==> src/design/fbtgd_pkg.sv <==
`timescale 1ns / 1ps
package fbtgd_pkg;

   localparam int TOUCH_SLOTS_DEF = 16;
   localparam int MAX_TAPS_DEF    = 32;

   localparam logic [2:0] OP_DOWN   = 3'd0;
   localparam logic [2:0] OP_UP     = 3'd1;
   localparam logic [2:0] OP_MOTION = 3'd2;
   localparam logic [2:0] OP_CANCEL = 3'd3;
   localparam logic [2:0] OP_FRAME  = 3'd4;

   localparam logic [2:0] CSR_ENABLE        = 3'd0;
   localparam logic [2:0] CSR_BAND_LOW      = 3'd1;
   localparam logic [2:0] CSR_BAND_HIGH     = 3'd2;
   localparam logic [2:0] CSR_PRESS_MS      = 3'd3;
   localparam logic [2:0] CSR_WINDOW_MS     = 3'd4;
   localparam logic [2:0] CSR_WINDOW_END_MS = 3'd5;
   localparam logic [2:0] CSR_CLICK_COUNT   = 3'd6;
   localparam logic [2:0] CSR_SAME_AREA     = 3'd7;

   localparam logic        ENABLE_RST        = 1'b1;
   localparam logic [15:0] BAND_LOW_RST      = 16'd1608;
   localparam logic [15:0] BAND_HIGH_RST     = 16'd1688;
   localparam logic [15:0] PRESS_MS_RST      = 16'd500;
   localparam logic [15:0] WINDOW_MS_RST     = 16'd800;
   localparam logic [15:0] WINDOW_END_MS_RST = 16'd1500;
   localparam logic [5:0]  CLICK_COUNT_RST   = 6'd5;
   localparam logic [15:0] SAME_AREA_RST     = 16'd100;

   localparam logic GESTURE_LONG_PRESS = 1'b0;
   localparam logic GESTURE_FAST_CLICK = 1'b1;

   // slot entry: band_frames, press_start, press_elapsed
   localparam int SLOT_W = 80;

   typedef struct packed {
      logic clear;
      logic load;
      logic clear_cnt;
      logic acc;
   } lane_ctrl_type;

endpackage

==> src/design/fold_band_touch_gesture_detect.sv <==
`timescale 1ns / 1ps
// Folding band touch gesture detector. One transaction is taken at a time.
// Ignored, frame, out-of-range and unmapped events finish in the idle state.
// Up, cancel, motion and out-of-band events pass through slot memory read,
// update and drain; an in-band down adds a tap window check, and a fast click
// evaluation reads one stored tap from the tap memory per cycle with all slot
// lanes compared in parallel. Each result is held in an output register.
// Per-slot state lives in a slot memory with a valid bit per entry, so
// clearing is immediate and no sweep runs.
module fold_band_touch_gesture_detect #(
   parameter int TOUCH_SLOTS = fbtgd_pkg::TOUCH_SLOTS_DEF,
   parameter int MAX_TAPS    = fbtgd_pkg::MAX_TAPS_DEF
) (
   input  logic        clock,
   input  logic        reset,
   input  logic        req_valid,
   output logic        req_ready,
   input  logic [2:0]  req_op,
   input  logic        req_mapped_ok,
   input  logic [3:0]  req_slot,
   input  logic [15:0] req_pos_x,
   input  logic [15:0] req_pos_y,
   input  logic [31:0] req_time_ms,
   output logic        rsp_valid,
   input  logic        rsp_ready,
   output logic        rsp_gesture,
   output logic [3:0]  rsp_touch_slot,
   output logic        rsp_last,
   input  logic        csr_wr_en,
   input  logic [2:0]  csr_index,
   input  logic [15:0] csr_wr_data
);

   localparam int SAW = (TOUCH_SLOTS > 1) ? $clog2(TOUCH_SLOTS) : 1;
   localparam int TAW = $clog2(MAX_TAPS);
   localparam int TCW = $clog2(MAX_TAPS + 1);
   localparam int SW  = fbtgd_pkg::SLOT_W;

   typedef enum logic [4:0] {
      ST_IDLE = 5'b00001,
      ST_RMW  = 5'b00010,
      ST_TAP  = 5'b00100,
      ST_EVAL = 5'b01000,
      ST_EMIT = 5'b10000
   } state_type;

   state_type state_ff, state_in;

   logic        enable_ff;
   logic [15:0] band_low_ff, band_high_ff, press_ms_ff, window_ms_ff;
   logic [15:0] window_end_ms_ff, same_area_ff;
   logic [5:0]  click_count_ff;

   logic [2:0]  op_ff;
   logic [3:0]  slot_ff;
   logic [15:0] pos_x_ff, pos_y_ff;
   logic [31:0] time_ff;

   logic [TOUCH_SLOTS-1:0] slot_valid_ff, slot_valid_in;
   logic [TCW-1:0] tap_count_ff, tap_count_in;
   logic [31:0]    window_start_ff, window_start_in;
   logic [TCW-1:0] idx_ff, idx_in;
   logic           tap_rd_ff, tap_rd_in;
   logic           lp_ff, lp_in;
   logic [TOUCH_SLOTS-1:0] mask_ff, mask_in;

   logic        rsp_valid_ff, rsp_valid_in;
   logic        rsp_gesture_ff, rsp_gesture_in;
   logic [3:0]  rsp_slot_ff, rsp_slot_in;
   logic        rsp_last_ff, rsp_last_in;

   logic          slot_rd_en, slot_wr_en;
   logic [SW-1:0] slot_rd_data, slot_wr_data;
   logic          tap_wr_en, tap_rd_en;
   logic [15:0]   tap_rd_data;
   logic [TAW-1:0] tap_wr_addr;

   fbtgd_pkg::lane_ctrl_type lane_ctrl;
   logic [TOUCH_SLOTS-1:0]   lane_report;

   logic accept;
   assign accept    = req_valid && req_ready;
   assign req_ready = (state_ff == ST_IDLE);

   fbtgd_ram #(.WIDTH(SW), .DEPTH(TOUCH_SLOTS)) u_slot_ram (
      .clock   (clock),
      .wr_en   (slot_wr_en),
      .wr_addr (slot_ff[SAW-1:0]),
      .wr_data (slot_wr_data),
      .rd_en   (slot_rd_en),
      .rd_addr (req_slot[SAW-1:0]),
      .rd_data (slot_rd_data)
   );

   fbtgd_ram #(.WIDTH(16), .DEPTH(MAX_TAPS)) u_tap_ram (
      .clock   (clock),
      .wr_en   (tap_wr_en),
      .wr_addr (tap_wr_addr),
      .wr_data (pos_x_ff),
      .rd_en   (tap_rd_en),
      .rd_addr (idx_ff[TAW-1:0]),
      .rd_data (tap_rd_data)
   );

   fbtgd_match_lanes #(.TOUCH_SLOTS(TOUCH_SLOTS), .MAX_TAPS(MAX_TAPS)) u_lanes (
      .clock       (clock),
      .reset       (reset),
      .ctrl        (lane_ctrl),
      .slot        (slot_ff),
      .pos_x       (pos_x_ff),
      .tap_x       (tap_rd_data),
      .same_area   (same_area_ff),
      .click_count (click_count_ff),
      .report      (lane_report)
   );

   always_comb begin
      logic [15:0] bf;
      logic [31:0] ps, pe;
      logic        in_band, store, tc_nz, out_free;
      logic [31:0] ws;
      logic [32:0] wend, eend, t33;
      logic [3:0]  sel;

      state_in        = state_ff;
      slot_valid_in   = slot_valid_ff;
      tap_count_in    = tap_count_ff;
      window_start_in = window_start_ff;
      idx_in          = idx_ff;
      tap_rd_in       = 1'b0;
      lp_in           = lp_ff;
      mask_in         = mask_ff;
      rsp_valid_in    = rsp_valid_ff && !rsp_ready;
      rsp_gesture_in  = rsp_gesture_ff;
      rsp_slot_in     = rsp_slot_ff;
      rsp_last_in     = rsp_last_ff;
      slot_rd_en      = 1'b0;
      slot_wr_en      = 1'b0;
      slot_wr_data    = '0;
      tap_wr_en       = 1'b0;
      tap_wr_addr     = tap_count_ff[TAW-1:0];
      tap_rd_en       = 1'b0;
      lane_ctrl       = '0;

      in_band  = (pos_y_ff >= band_low_ff) && (pos_y_ff <= band_high_ff);
      bf       = slot_valid_ff[slot_ff[SAW-1:0]] ? slot_rd_data[79:64] : 16'd0;
      ps       = slot_valid_ff[slot_ff[SAW-1:0]] ? slot_rd_data[63:32] : 32'd0;
      pe       = slot_valid_ff[slot_ff[SAW-1:0]] ? slot_rd_data[31:0]  : 32'd0;
      ws       = (tap_count_ff == '0) ? time_ff : window_start_ff;
      wend     = {1'b0, ws} + {17'd0, window_ms_ff};
      eend     = {1'b0, ws} + {17'd0, window_end_ms_ff};
      t33      = {1'b0, time_ff};
      store    = (t33 < wend);
      tc_nz    = (tap_count_ff != '0) || store;
      out_free = !rsp_valid_ff || rsp_ready;
      sel      = '0;
      for (int k = TOUCH_SLOTS - 1; k >= 0; k--) begin
         if (mask_ff[k]) begin
            sel = 4'(k);
         end
      end

      case (state_ff)
         ST_IDLE: begin
            if (accept && enable_ff && req_op <= fbtgd_pkg::OP_FRAME) begin
               if (!req_mapped_ok) begin
                  slot_valid_in = '0;
                  tap_count_in  = '0;
                  window_start_in = '0;
                  lane_ctrl.clear = 1'b1;
               end else if (req_op != fbtgd_pkg::OP_FRAME &&
                            {1'b0, req_slot} < 5'(TOUCH_SLOTS)) begin
                  slot_rd_en = 1'b1;
                  lp_in      = 1'b0;
                  mask_in    = '0;
                  state_in   = ST_RMW;
               end
            end
         end
         ST_RMW: begin
            slot_wr_en = 1'b1;
            slot_valid_in[slot_ff[SAW-1:0]] = 1'b1;
            if (op_ff == fbtgd_pkg::OP_UP || op_ff == fbtgd_pkg::OP_CANCEL) begin
               bf = '0;
               pe = '0;
               state_in = ST_EMIT;
            end else begin
               bf = in_band ? bf + 1'b1 : 16'd0;
               if (bf == 16'd1) begin
                  ps = time_ff;
                  pe = '0;
               end
               if (bf > 16'd1) begin
                  pe = time_ff - ps;
               end
               if (pe > {16'd0, press_ms_ff}) begin
                  lp_in = 1'b1;
                  bf = '0;
                  pe = '0;
               end
               state_in = (op_ff == fbtgd_pkg::OP_DOWN && in_band) ? ST_TAP : ST_EMIT;
            end
            slot_wr_data = {bf, ps, pe};
         end
         ST_TAP: begin
            window_start_in = ws;
            state_in = ST_EMIT;
            if (store) begin
               lane_ctrl.load = 1'b1;
               if (tap_count_ff != TCW'(MAX_TAPS)) begin
                  tap_wr_en    = 1'b1;
                  tap_count_in = tap_count_ff + 1'b1;
               end
            end
            if (tc_nz && t33 > wend && t33 < eend) begin
               lane_ctrl.clear_cnt = 1'b1;
               idx_in   = '0;
               state_in = ST_EVAL;
            end else if (tc_nz && t33 > eend) begin
               slot_valid_in   = '0;
               tap_count_in    = '0;
               window_start_in = '0;
               lane_ctrl.clear = 1'b1;
            end
         end
         ST_EVAL: begin
            lane_ctrl.acc = tap_rd_ff;
            if (idx_ff < tap_count_ff) begin
               tap_rd_en = 1'b1;
               tap_rd_in = 1'b1;
               idx_in    = idx_ff + 1'b1;
            end else if (!tap_rd_ff) begin
               mask_in         = lane_report;
               slot_valid_in   = '0;
               tap_count_in    = '0;
               window_start_in = '0;
               lane_ctrl.clear = 1'b1;
               state_in        = ST_EMIT;
            end
         end
         ST_EMIT: begin
            if (lp_ff) begin
               if (out_free) begin
                  rsp_valid_in   = 1'b1;
                  rsp_gesture_in = fbtgd_pkg::GESTURE_LONG_PRESS;
                  rsp_slot_in    = slot_ff;
                  rsp_last_in    = (mask_ff == '0);
                  lp_in          = 1'b0;
               end
            end else if (mask_ff != '0) begin
               if (out_free) begin
                  rsp_valid_in   = 1'b1;
                  rsp_gesture_in = fbtgd_pkg::GESTURE_FAST_CLICK;
                  rsp_slot_in    = sel;
                  mask_in        = mask_ff & (mask_ff - 1'b1);
                  rsp_last_in    = ((mask_ff & (mask_ff - 1'b1)) == '0);
               end
            end else begin
               state_in = ST_IDLE;
            end
         end
         default: begin
            state_in = ST_IDLE;
         end
      endcase
   end

   always_ff @(posedge clock) begin
      if (reset) begin
         state_ff         <= ST_IDLE;
         slot_valid_ff    <= '0;
         tap_count_ff     <= '0;
         window_start_ff  <= '0;
         idx_ff           <= '0;
         tap_rd_ff        <= 1'b0;
         lp_ff            <= 1'b0;
         mask_ff          <= '0;
         rsp_valid_ff     <= 1'b0;
         enable_ff        <= fbtgd_pkg::ENABLE_RST;
         band_low_ff      <= fbtgd_pkg::BAND_LOW_RST;
         band_high_ff     <= fbtgd_pkg::BAND_HIGH_RST;
         press_ms_ff      <= fbtgd_pkg::PRESS_MS_RST;
         window_ms_ff     <= fbtgd_pkg::WINDOW_MS_RST;
         window_end_ms_ff <= fbtgd_pkg::WINDOW_END_MS_RST;
         click_count_ff   <= fbtgd_pkg::CLICK_COUNT_RST;
         same_area_ff     <= fbtgd_pkg::SAME_AREA_RST;
      end else begin
         state_ff        <= state_in;
         slot_valid_ff   <= slot_valid_in;
         tap_count_ff    <= tap_count_in;
         window_start_ff <= window_start_in;
         idx_ff          <= idx_in;
         tap_rd_ff       <= tap_rd_in;
         lp_ff           <= lp_in;
         mask_ff         <= mask_in;
         rsp_valid_ff    <= rsp_valid_in;
         if (csr_wr_en) begin
            case (csr_index)
               fbtgd_pkg::CSR_ENABLE:        enable_ff        <= csr_wr_data[0];
               fbtgd_pkg::CSR_BAND_LOW:      band_low_ff      <= csr_wr_data;
               fbtgd_pkg::CSR_BAND_HIGH:     band_high_ff     <= csr_wr_data;
               fbtgd_pkg::CSR_PRESS_MS:      press_ms_ff      <= csr_wr_data;
               fbtgd_pkg::CSR_WINDOW_MS:     window_ms_ff     <= csr_wr_data;
               fbtgd_pkg::CSR_WINDOW_END_MS: window_end_ms_ff <= csr_wr_data;
               fbtgd_pkg::CSR_CLICK_COUNT:   click_count_ff   <= csr_wr_data[5:0];
               fbtgd_pkg::CSR_SAME_AREA:     same_area_ff     <= csr_wr_data;
               default: begin
               end
            endcase
         end
      end
   end

   always_ff @(posedge clock) begin
      if (accept) begin
         op_ff    <= req_op;
         slot_ff  <= req_slot;
         pos_x_ff <= req_pos_x;
         pos_y_ff <= req_pos_y;
         time_ff  <= req_time_ms;
      end
      rsp_gesture_ff <= rsp_gesture_in;
      rsp_slot_ff    <= rsp_slot_in;
      rsp_last_ff    <= rsp_last_in;
   end

   assign rsp_valid      = rsp_valid_ff;
   assign rsp_gesture    = rsp_gesture_ff;
   assign rsp_touch_slot = rsp_slot_ff;
   assign rsp_last       = rsp_last_ff;

endmodule

==> src/design/fbtgd_ram.sv <==
`timescale 1ns / 1ps
module fbtgd_ram #(
   parameter int WIDTH = 16,
   parameter int DEPTH = 16,
   localparam int AW = (DEPTH > 1) ? $clog2(DEPTH) : 1
) (
   input  logic             clock,
   input  logic             wr_en,
   input  logic [AW-1:0]    wr_addr,
   input  logic [WIDTH-1:0] wr_data,
   input  logic             rd_en,
   input  logic [AW-1:0]    rd_addr,
   output logic [WIDTH-1:0] rd_data
);

   logic [WIDTH-1:0] mem_ff [DEPTH];
   logic [WIDTH-1:0] rd_data_ff;

   always_ff @(posedge clock) begin
      if (wr_en) begin
         mem_ff[wr_addr] <= wr_data;
      end
      if (rd_en) begin
         rd_data_ff <= mem_ff[rd_addr];
      end
   end

   assign rd_data = rd_data_ff;

endmodule

==> src/design/fbtgd_match_lanes.sv <==
`timescale 1ns / 1ps
module fbtgd_match_lanes #(
   parameter int TOUCH_SLOTS = fbtgd_pkg::TOUCH_SLOTS_DEF,
   parameter int MAX_TAPS    = fbtgd_pkg::MAX_TAPS_DEF
) (
   input  logic                      clock,
   input  logic                      reset,
   input  fbtgd_pkg::lane_ctrl_type  ctrl,
   input  logic [3:0]                slot,
   input  logic [15:0]               pos_x,
   input  logic [15:0]               tap_x,
   input  logic [15:0]               same_area,
   input  logic [5:0]                click_count,
   output logic [TOUCH_SLOTS-1:0]    report
);

   localparam int CW = $clog2(MAX_TAPS + 1);

   logic [15:0]   slot_x_ff [TOUCH_SLOTS];
   logic [TOUCH_SLOTS-1:0] tapped_ff;
   logic [CW-1:0] cnt_ff [TOUCH_SLOTS];
   logic [TOUCH_SLOTS-1:0] hit;

   always_comb begin
      for (int k = 0; k < TOUCH_SLOTS; k++) begin
         logic [15:0] diff;
         diff = (tap_x >= slot_x_ff[k]) ? (tap_x - slot_x_ff[k]) : (slot_x_ff[k] - tap_x);
         hit[k] = (diff <= same_area);
         report[k] = tapped_ff[k] && (cnt_ff[k] != '0) &&
                     (7'(cnt_ff[k]) >= {1'b0, click_count});
      end
   end

   always_ff @(posedge clock) begin
      for (int k = 0; k < TOUCH_SLOTS; k++) begin
         if (reset || ctrl.clear) begin
            tapped_ff[k] <= 1'b0;
         end else if (ctrl.load && slot == 4'(k)) begin
            tapped_ff[k] <= 1'b1;
         end
         if (reset || ctrl.clear_cnt) begin
            cnt_ff[k] <= '0;
         end else if (ctrl.acc && hit[k]) begin
            cnt_ff[k] <= cnt_ff[k] + 1'b1;
         end
         if (ctrl.load && slot == 4'(k)) begin
            slot_x_ff[k] <= pos_x;
         end
      end
   end

endmodule

==> config.mk <==
export PLATFORM = sky130hd
export DESIGN_NAME = fold_band_touch_gesture_detect
export DESIGN_NICKNAME = d
export VERILOG_FILES = /design/src/design/fbtgd_pkg.sv /design/src/design/fold_band_touch_gesture_detect.sv /design/src/design/fbtgd_ram.sv /design/src/design/fbtgd_match_lanes.sv
export SDC_FILE = /design/constraint.sdc
export NUM_CORES = 2
export LEC_CHECK = 0
export BUFFER_PORTS_ARGS = -buffer_cell sky130_fd_sc_hd__buf_2
export CAP_MARGIN = 10
export CORE_UTILIZATION = 42
export CTS_CLUSTER_SIZE = 25
export DETAILED_ROUTE_END_ITERATION = 8
export PLACE_DENSITY = 0.56
export SLEW_MARGIN = 20
export SYNTH_ARGS = -nofsm -noshare
export SYNTH_HDL_FRONTEND = slang
export SYNTH_HIERARCHICAL = 1
export SYNTH_SLANG_ARGS = --single-unit
==> constraint.sdc <==
create_clock -name clock -period 12.1 [get_ports clock]
set_clock_uncertainty 0.15 [all_clocks]
set_input_delay 2.42 -clock clock [delete_from_list [all_inputs] [get_ports clock]]
set_output_delay 2.42 -clock clock [all_outputs]
set_load 0.05 [all_outputs]
==> flow_summary_export.csv <==
group,metric,value,unit
floorplanning,num_rows,206,
global_routing,grtUsageTotal,24.6,%
placement,dpl.hpwl,247000,µm
worst_setup_path,regToRegSetupSlack,1.34,ns
route,routed_wl,403000,µm
global_routing,antenna_found_initial,17,
sta,fin_crit_sh,89.0,%
route,drt_first_pass_iters,6,
global_routing,grt_pass1_vias,88345,
placement,port_buffers,103,
sta,slew_headroom,20.5,%
worst_setup_path,crit_fanout,22,
route,drt-initial-drc-count,7274,
clocking,htree_levels,5,
logic_synthesis,netlist.top_cell.by_area,"edfxtp_1",
placement,preCtsSetupSlack,0.963,ns
clocking,clock_sink_count,2520,
floorplanning,dieArea,321000,µm²
floorplanning,start_util,42.4,%
logic_synthesis,synth_top_cells_by_area,"edfxtp_1 (52%), ha_1 (9.9%), mux4_2 (5.5%)",
sta,slew_violations,0,
global_routing,grt_max_degree,130,
sta,hold_viol,0,
finish,fin_area,150000,µm²
pwr,vdd_drop_max,0.000138,V
route,routed_via_density,5.82,
worst_setup_path,critPathSlowestCell,"nor3_2",
run,cap_violations,0,
sta,worst_pin_slew,1.19,ns
clocking,cts_setup_buffers,0,
worst_setup_path,reg2regPathDepth,33,
sta,fin_hold_ws,0.306,ns
logic_synthesis,synth_cell_type_count,114,
clocking,post_cts_resize_count,0,
worst_setup_path,r2r_start,"slot_ff[2]$_DFFE_PP_",
finish,seq_area,73600,µm²
floorplanning,ios,104,
finish,multi_input_area,57400,µm²
worst_setup_path,cp.arrival,11.16,ns
worst_setup_path,critPathCapture,"u_slot_ram/mem_ff[7][13]$_DFFE_PP_",
finish,area.growth.synth_to_final,12.1,%
worst_setup_path,max_stage_delay,0.84,ns
sta,max_freq,0.0929,GHz
clocking,worstSkewPairLatency,0.93,ns
logic_synthesis,synth_edf_count,2317,
clocking,cts_root_buf,"clkbuf_16",
worst_setup_path,crit_path_start,"slot_ff[2]$_DFFE_PP_",
sta,rsz0062_at_grt,"false",
sta,fin_ws,1.34,ns
hold_path,hold_class,"flop to flop",
clocking,cts-buffers-inserted,285,
logic_synthesis,ys_async_sr_fraction,0,%
placement,postPlaceCellArea,141000,µm²
floorplanning,dieWidth,567,µm
worst_setup_path,crit_buf_inv,2,
placement,gp_congestion,0.891,
logic_synthesis,synth_flop_cell,"edfxtp_1",
sta,setup_viol,0,
route,final_antenna_net_count,0,
finish,finish.utilization,47.5,%
worst_setup_path,worst-path-stages,33,
worst_setup_path,cp_top_family,"simple AND/OR/NAND/NOR gates",
clocking,cts_tree,"yes",
worst_setup_path,r2r_end,"u_slot_ram/mem_ff[7][13]$_DFFE_PP_",
logic_synthesis,ys.warnings.count,6,
logic_synthesis,ys_seq_area_share,55.0,%
clocking,cts_hold_buffers,0,
floorplanning,coreArea,316000,µm²
global_routing,grt_pass1_wl,588000,µm
global_routing,gr-total-overflow,0,
pwr,leakage,53.2,nW
status,status,"complete, no violations",
clocking,cts.path.max_buffers,4,
worst_setup_path,start_kind,"flop",
logic_synthesis,synth_cells,10414,
logic_synthesis,synth_area,134000,µm²
sta,min_period,10.76,ns
route,drc_errors,0,
route,vias,88739,
worst_setup_path,path_class,"flop to flop",
worst_setup_path,endpoint_kind,"flop",
route,wl_per_cell,26.5,µm
logic_synthesis,ys_seq_elements,2520,
floorplanning,die_y,567,µm
finish,drive_gt1_share,11.9,%
worst_setup_path,cp.required,12.50,ns
logic_synthesis,synth_top_area_share,52.0,%
pwr,power_density,129,nW/µm²
clocking,clk_pin_slew,0.06,ns
sta,finalSetupTns,0,ns
logic_synthesis,syn_area_per_cell,12.9,µm²
finish,nets,12046,
finish,fillers,27973,
## cell families (layout without fill, tap and decap cells)
group | Yosys count | count (layout) | share of synthesized area [%]
DFF | 2520 | 2520 | 55.0
buffers and inverters | 982 | 1381 | 3.20
and+or+nand+nor | 2309 | 2309 | 8.35
adders and majority gates | 1101 | 1101 | 10.5
muxes | 767 | 767 | 8.83
AOI/OAI and AO/OA | 2350 | 2350 | 11.6
other | 1 | 270 | 0.00280
xor gates and xnor gates | 384 | 384 | 2.52
## synthesized netlist by cell type (39+ instances only)
library cell / number
nor4_1: 39
nor2_1: 547
buf_2: 108
mux2i_1: 387
mux4_2: 325
o21ai_0: 288
xnor2_1: 217
nor2b_1: 111
buf_1: 40
dfxtp_1: 203
o211ai_1: 54
nand2_1: 671
nand4_1: 139
inv_1: 533
o21a_1: 127
xor2_1: 166
ha_1: 1064
clkbuf_1: 230
a22oi_1: 242
nor3_1: 169
a21oi_1: 715
a31oi_1: 89
nand3b_1: 40
nand3_1: 206
and2_1: 52
edfxtp_1: 2317
or2_2: 40
and3_1: 68
a21o_1: 314
o21bai_1: 55
o31ai_1: 49
a211oi_1: 89
nand2b_1: 120
mux2_2: 54
## layout make-up
class	count	share of cell area, %
antenna	14	0.0234
clock inverter	151	1.09
sequential	2520	49.1
clock buffer	353	5.08
multi-input combinational	7167	38.3
inverter	534	1.34
timing repair buffer	343	1.61
tap	4160	3.47
## flip-flops by register name (all words and copies together) (netlist names), 5 cells and up
register and count:
band_high_ff 16, band_low_ff 16, click_count_ff 6, idx_ff 6, mask_ff 16, pos_x_ff 16, pos_y_ff 16, press_ms_ff 16
same_area_ff 16, slot_valid_ff 16, state_ff 5, tap_count_ff 6, time_ff 32, u_lanes/cnt_ff 96, u_lanes/slot_x_ff 256, u_lanes/tapped_ff 16
u_slot_ram/mem_ff 1280, u_slot_ram/rd_data 80, u_tap_ram/mem_ff 512, u_tap_ram/rd_data 16, window_end_ms_ff 16, window_ms_ff 16, window_start_ff 32
## per-layer routing
| metal | up-vias | global-route usage (%) | share of wire, % |
|---|---|---|---|
| met2 | 2810 | 41.3 | 48 |
| met4 | 2 | 10.2 | 4.5 |
| met5 | - | 0 | 0.0027 |
| li1 | 40313 | - | - |
| met3 | 697 | 2.58 | 5.3 |
| met1 | 44917 | 32.6 | 43 |
## layout by cell type (no fill, tap or decap), types with 291 or more instances in the layout
cell / n
edfxtp_1: 2317
a21oi_1: 715
mux2i_1: 387
mux4_2: 324
ha_1: 1064
inv_1: 529
nand2_1: 671
a21o_1: 314
nor2_1: 516
clkbuf_16: 291
## power by group
part | switching, mW | internal [mW] | leakage (nW) | total, mW
Clock | 3.64 | 4.96 | 4.48 | 8.60
Combinational | 0.784 | 0.417 | 27.2 | 1.20
Sequential | 0.0769 | 9.52 | 21.4 | 9.60
## stage by stage
stage	total power, mW	std cells
floorplan	10.5	10669
global placement	11.0	14722
detailed placement	11.0	14723
CTS	19.6	15227
global route	20.0	15231
finish	19.4	15242
## worst min-delay path, cell delays in order, from the launching register on
cell	delay, ns
dfxtp_1	0.31
nand2_1	0.05
a21oi_1	0.05
## worst min-delay path by stage
stage / start / end / slack (ns) / cells past startpoint
after floorplan: slot_valid_ff[10]$_SDFFE_PP0P_ / slot_valid_ff[10]$_SDFFE_PP0P_ / 0.28 / 2
after global placement: slot_valid_ff[11]$_SDFFE_PP0P_ / slot_valid_ff[11]$_SDFFE_PP0P_ / 0.29 / 2
after detailed placement: same_area_ff[1]$_SDFFE_PP0P_ / same_area_ff[1]$_SDFFE_PP0P_ / 0.30 / 2
after CTS: same_area_ff[1]$_SDFFE_PP0P_ / same_area_ff[1]$_SDFFE_PP0P_ / 0.31 / 2
after global routing: band_high_ff[8]$_SDFFE_PP0P_ / band_high_ff[8]$_SDFFE_PP0P_ / 0.32 / 2
final: same_area_ff[1]$_SDFFE_PP0P_ / same_area_ff[1]$_SDFFE_PP0P_ / 0.31 / 2
Power figures use the tool's default switching activity.
